**src/rtl/ffdra_pkg.sv**
```systemverilog
// Shared types, widths and codes of the first-fit descriptor range allocator.
// No dependencies; imported by every module of the block.
package ffdra_pkg;

    localparam int HEAP_DESCRIPTORS_DEF  = 65536;
    localparam int FREE_LIST_ENTRIES_DEF = 64;

    localparam int COUNT_W   = 17;
    localparam int ADDR_W    = 64;
    localparam int STRIDE_W  = 9;
    localparam int STATUS_W  = 3;
    localparam int CFG_IDX_W = 2;
    localparam int TDATA_W   = 152;

    localparam logic [STRIDE_W-1:0] STRIDE_RESET = 9'd32;

    // Result status codes
    localparam logic [STATUS_W-1:0] ST_REUSED   = 3'd0;
    localparam logic [STATUS_W-1:0] ST_BUMPED   = 3'd1;
    localparam logic [STATUS_W-1:0] ST_NO_SPACE = 3'd2;
    localparam logic [STATUS_W-1:0] ST_RELEASED = 3'd3;
    localparam logic [STATUS_W-1:0] ST_FULL     = 3'd4;

    // Request kinds
    localparam logic KIND_ALLOC   = 1'b0;
    localparam logic KIND_RELEASE = 1'b1;

    // Configuration register indexes
    localparam logic [CFG_IDX_W-1:0] CFG_CPU_BASE = 2'd0;
    localparam logic [CFG_IDX_W-1:0] CFG_GPU_BASE = 2'd1;
    localparam logic [CFG_IDX_W-1:0] CFG_STRIDE   = 2'd2;

    typedef struct packed {
        logic [ADDR_W-1:0]  cpu;
        logic [ADDR_W-1:0]  gpu;
        logic [COUNT_W-1:0] count;
    } free_entry_t;

endpackage

```
**src/rtl/ffdra_addr_calc.sv**
```systemverilog
// Bump address unit: offset times stride, registered, then added to both bases.
// Depends on ffdra_pkg for widths.
module ffdra_addr_calc
    import ffdra_pkg::*;
#(
    parameter int OFF_W = 17
) (
    input  logic                aclk,
    input  logic                aresetn,
    input  logic                start,
    input  logic [OFF_W-1:0]    offset,
    input  logic [STRIDE_W-1:0] stride,
    input  logic [ADDR_W-1:0]   cpu_base,
    input  logic [ADDR_W-1:0]   gpu_base,
    output logic                done,
    output logic [ADDR_W-1:0]   cpu_addr,
    output logic [ADDR_W-1:0]   gpu_addr
);

    localparam int PROD_W = OFF_W + STRIDE_W;

    logic [PROD_W-1:0] prod_reg;
    logic [ADDR_W-1:0] cpu_addr_reg;
    logic [ADDR_W-1:0] gpu_addr_reg;
    logic [1:0]        stage_vld_reg;

    always_ff @(posedge aclk) begin
        if (!aresetn) begin
            stage_vld_reg <= '0;
        end else begin
            stage_vld_reg <= {stage_vld_reg[0], start};
        end
    end

    always_ff @(posedge aclk) begin
        prod_reg     <= PROD_W'(offset) * PROD_W'(stride);
        cpu_addr_reg <= cpu_base + ADDR_W'(prod_reg);
        gpu_addr_reg <= gpu_base + ADDR_W'(prod_reg);
    end

    assign done     = stage_vld_reg[1];
    assign cpu_addr = cpu_addr_reg;
    assign gpu_addr = gpu_addr_reg;

endmodule

```
**config.mk**
```make
export PLATFORM = sky130hd
export DESIGN_NAME = ffdra_addr_calc
export DESIGN_NICKNAME = d
export VERILOG_FILES = /design/src/rtl/ffdra_pkg.sv /design/src/rtl/ffdra_addr_calc.sv
export SDC_FILE = /design/constraint.sdc
export NUM_CORES = 1
export LEC_CHECK = 0
export BUFFER_PORTS_ARGS = -buffer_cell sky130_fd_sc_hd__clkbuf_2
export CAP_MARGIN = 20
export CORE_ASPECT_RATIO = 2
export CORE_MARGIN = 5
export CORE_UTILIZATION = 35
export DETAILED_ROUTE_END_ITERATION = 16
export GPL_TIMING_DRIVEN = 1
export PLACE_DENSITY_LB_ADDON = 0.3
export SLEW_MARGIN = 20
export SYNTH_ARGS = -nofsm -noshare
export SYNTH_HDL_FRONTEND = slang
export SYNTH_SLANG_ARGS = --single-unit
```
**constraint.sdc**
```tcl
create_clock -name aclk -period 5.7 [get_ports aclk]
set_input_delay 0 -clock aclk [delete_from_list [all_inputs] [get_ports aclk]]
set_output_delay 0 -clock aclk [all_outputs]
set_load 0.01 [all_outputs]
```
==> flow_metrics.tcl <==
set metrics [dict create \
    critPathLaunchType "primary input" \
    ys.flop_type "dfxtp_1" \
    grt_pass1_vias 12000 \
    io_buffers 285 \
    final_cells 2236 \
    path_class "primary input to flop" \
    remaining_drc_errors 0 \
    die-area_um2 39300 \
    crit_path_end_kind "flop" \
    rsz0062_at_grt "no" \
    worstPathRequired_ns 6.02 \
    worst_slew_pin_slew_ns 1.06 \
    skew_ns 0.0119 \
    hold_viol 0 \
    yosys.area.top_type "dfxtp_1" \
    die_w_um 143 \
    vdd_ir_drop_max_mv 0.232 \
    viasPerCell 5.03 \
    synth-edff-count 0 \
    status "finished, final reports clean" \
    hpwl_um 31600 \
    cts.clk_slew.worst_paths_ns 0.07 \
    async_flop_share_pct 0 \
    p_seq_share_pct 23.0 \
    power_density_nw_per_um2 433 \
    drt_iter0_drc 421 \
    ys_warn_count 0 \
    ios 286 \
    r2r_setup_slack_ns 1.65 \
    clockPowerShare_pct 16.5 \
    cellLeakagePower_nw 7.86 \
    ff_latch_area_um2 3120 \
    gr-usage-all-layers_pct 19.2 \
    core_region_area_um2 35000 \
    hold_slack_ns 0.0281 \
    synth_nets 1724 \
    grt_antenna_before_repair 3 \
    nNetsFinal 2140 \
    power.share.combinational_pct 60.5 \
    fin_crit_ns 4.77 \
    postCtsSetupRepairBufs 0 \
    drive_above_1_share_pct 19.1 \
    ys_ff_latch 156 \
    routedWlPerCell_um 17.1 \
    syn-cell-area_um2 12300 \
    internal_power_mw 3.88 \
    cap_violations 0 \
    final_max_slew_viol_count 0 \
    num_vias 11200 \
    path_max_fanout 9 \
    antenna_left 0 \
    fill_cells 3330 \
    multi_input_area_um2 8440 \
    synth_seq_area_share_pct 25.3 \
    die_h_um 275 \
    switchingPower_mw 3.15 \
    area_growth_pct 31.6 \
    numCtsBuffers 17 \
    setup_viol 0 \
    cts_tree "yes" \
    syn_area_per_cell_um2 9.06 \
    root_buffer "clkbuf_16" \
    clockBufferDepth 2 \
    placed_cells_incl_taps 2058 \
    clk_latency_ns 0.44 \
    hold_class "primary input to flop" \
    htree_levels 4 \
    synth_top_cell_area_share_pct 25.3 \
    power.total_mw 7.03 \
    crit_arrival_ns 5.09 \
    maxSlewHeadroom_pct 29.2 \
    grt-ovfl-total 0 \
    start_util_pct 35.3 \
    clock.fmax_mhz 210 \
    yosys.cell_types.count 67 \
    grt_pass1_wl_um 59900 \
    grt_max_degree 20 \
    row_count 97 \
    finalSetupTns_ns 0 \
    clock-sinks 156 \
    drt_pass1_iterations 5 \
    finalWeightedCongestion 0.863 \
    period_share_pct 83.7 \
    wirelength_um 38300 \
    power.share.switching_pct 44.8 \
    synth_area_leaders "dfxtp_1, fa_1, ha_1" \
    synthCells 1361 \
]
==> synthesized netlist by cell type (3+ instances only) <==
cell and count:
a21boi_0 3, or3_1 4, o31ai_1 3, ha_1 98, and3_1 28, a31oi_1 6
inv_1 164, nor4_1 7, o21ai_0 39, buf_2 5, nand3_1 32, o211a_1 3
nor3_1 26, o211ai_1 14, nand4_1 27, nor2b_1 7, o2111ai_1 8, xor2_1 37
nor2_1 53, a21oi_1 70, nand4b_1 4, nand2_1 107, a21o_1 33, dfxtp_1 156
fa_1 108, and2_1 100, o21a_1 13, nand3_2 7, and4_1 6, a211oi_1 8
nor3b_1 4, clkbuf_1 28, o21bai_1 10, nand2b_1 6, xnor2_1 95
==> timing repair <==
item | 4_1_cts | 5_1_grt
endpoints found under the hold margin | 103 | 0
hold buffers | 145 | 0
gates resized for setup | 0 | 0
setup endpoints to repair | 0 | 0
==> metrics by stage <==
step | setup slack [ns] | instance area (um^2) | util [%]
after floorplan | 1.03 | 12300 | -
after global placement | 0.780 | 14200 | 40.6
after detailed placement | 0.691 | 14200 | 40.6
after CTS | 0.914 | 16200 | 46.4
after global routing | 0.675 | 16200 | 46.4
final | 0.929 | 16200 | 46.4
==> kinds of logic after synthesis <==
family	Yosys count	synth area share, %
AO/OA/AOI/OAI	236	12.9
AND/OR/NAND/NOR	429	18.5
adder cells (fa/ha/maj)	206	27.5
XOR/XNOR	132	9.38
multiplexers	2	0.162
flip-flops	156	25.3
buffers and inverters	200	6.24
==> critical path: stages <==
cell and delay (ns):
dlygate4sd3_1 0.52, clkbuf_2 0.21, nand2_1 0.11, fa_1 0.53
fa_1 0.54, inv_1 0.06, fa_1 0.52, inv_1 0.05
fa_1 0.52, inv_1 0.04, ha_1 0.38, and2_1 0.19
a22o_1 0.26, o21a_1 0.24, a211oi_1 0.59, nor3_1 0.13
nand3b_1 0.18
==> layout make-up <==
| class | instances | area share, % |
|---|---|---|
| antenna | 1 | 0.0154 |
| clock buffer | 17 | 2.62 |
| tap | 445 | 3.43 |
| clock inverter | 15 | 1.05 |
| multi-input combinational | 1005 | 52.0 |
| sequential | 156 | 19.2 |
| inverter | 164 | 3.79 |
| timing repair buffer | 433 | 17.9 |
==> final timing paths <==
| kind | from | cells after the start | endpoint |
|---|---|---|---|
| setup / recovery | offset[0] | 17 | prod_reg[24] |
| hold / removal | cpu_base[22] | 3 | cpu_addr[22] |
| setup reg to reg | prod_reg[0] | 12 | gpu_addr[58] |
| hold reg to reg | stage_vld_reg[0] | 1 | stage_vld_reg[1] |
==> power groups by stage <==
stage | clock [mW] | sequential (mW) | combinational (mW)
2_1_floorplan | 0 | 1.69 | 2.91
3_3_place_gp | 0 | 1.64 | 4.13
3_5_place_dp | 0 | 1.65 | 4.19
4_1_cts | 1.19 | 1.62 | 4.31
5_1_grt | 1.23 | 1.65 | 4.78
6_report | 1.16 | 1.62 | 4.25
==> cells in the final DEF, fill, tap and decap left out, types with 5 or more instances in the layout <==
cell,instances
xnor2_1,95
a21o_1,33
o2111ai_1,8
o21bai_1,10
nor4_1,7
a211oi_1,8
inv_8,5
dfxtp_1,156
o211ai_1,14
nand3_1,32
a21oi_1,70
and2_1,100
ha_1,98
and3_1,28
nor3_1,26
o21a_1,13
xor2_1,37
o21ai_0,38
clkbuf_16,17
inv_1,164
nand4_1,27
nor2b_1,7
nand2b_1,6
clkbuf_2,285
fa_1,108
nand3_2,7
nor2_1,53
and4_1,6
nand2_1,107
dlygate4sd3_1,145
a31oi_1,6
==> per-layer routing <==
metal  part of all wire [%]  GRT usage, %
met1                     34          17.8
met2                     57          39.3
met3                    4.9          2.88
met5                  0.018             0
met4                    4.7          9.44
Note: power is estimated with default switching activity, not from simulation.
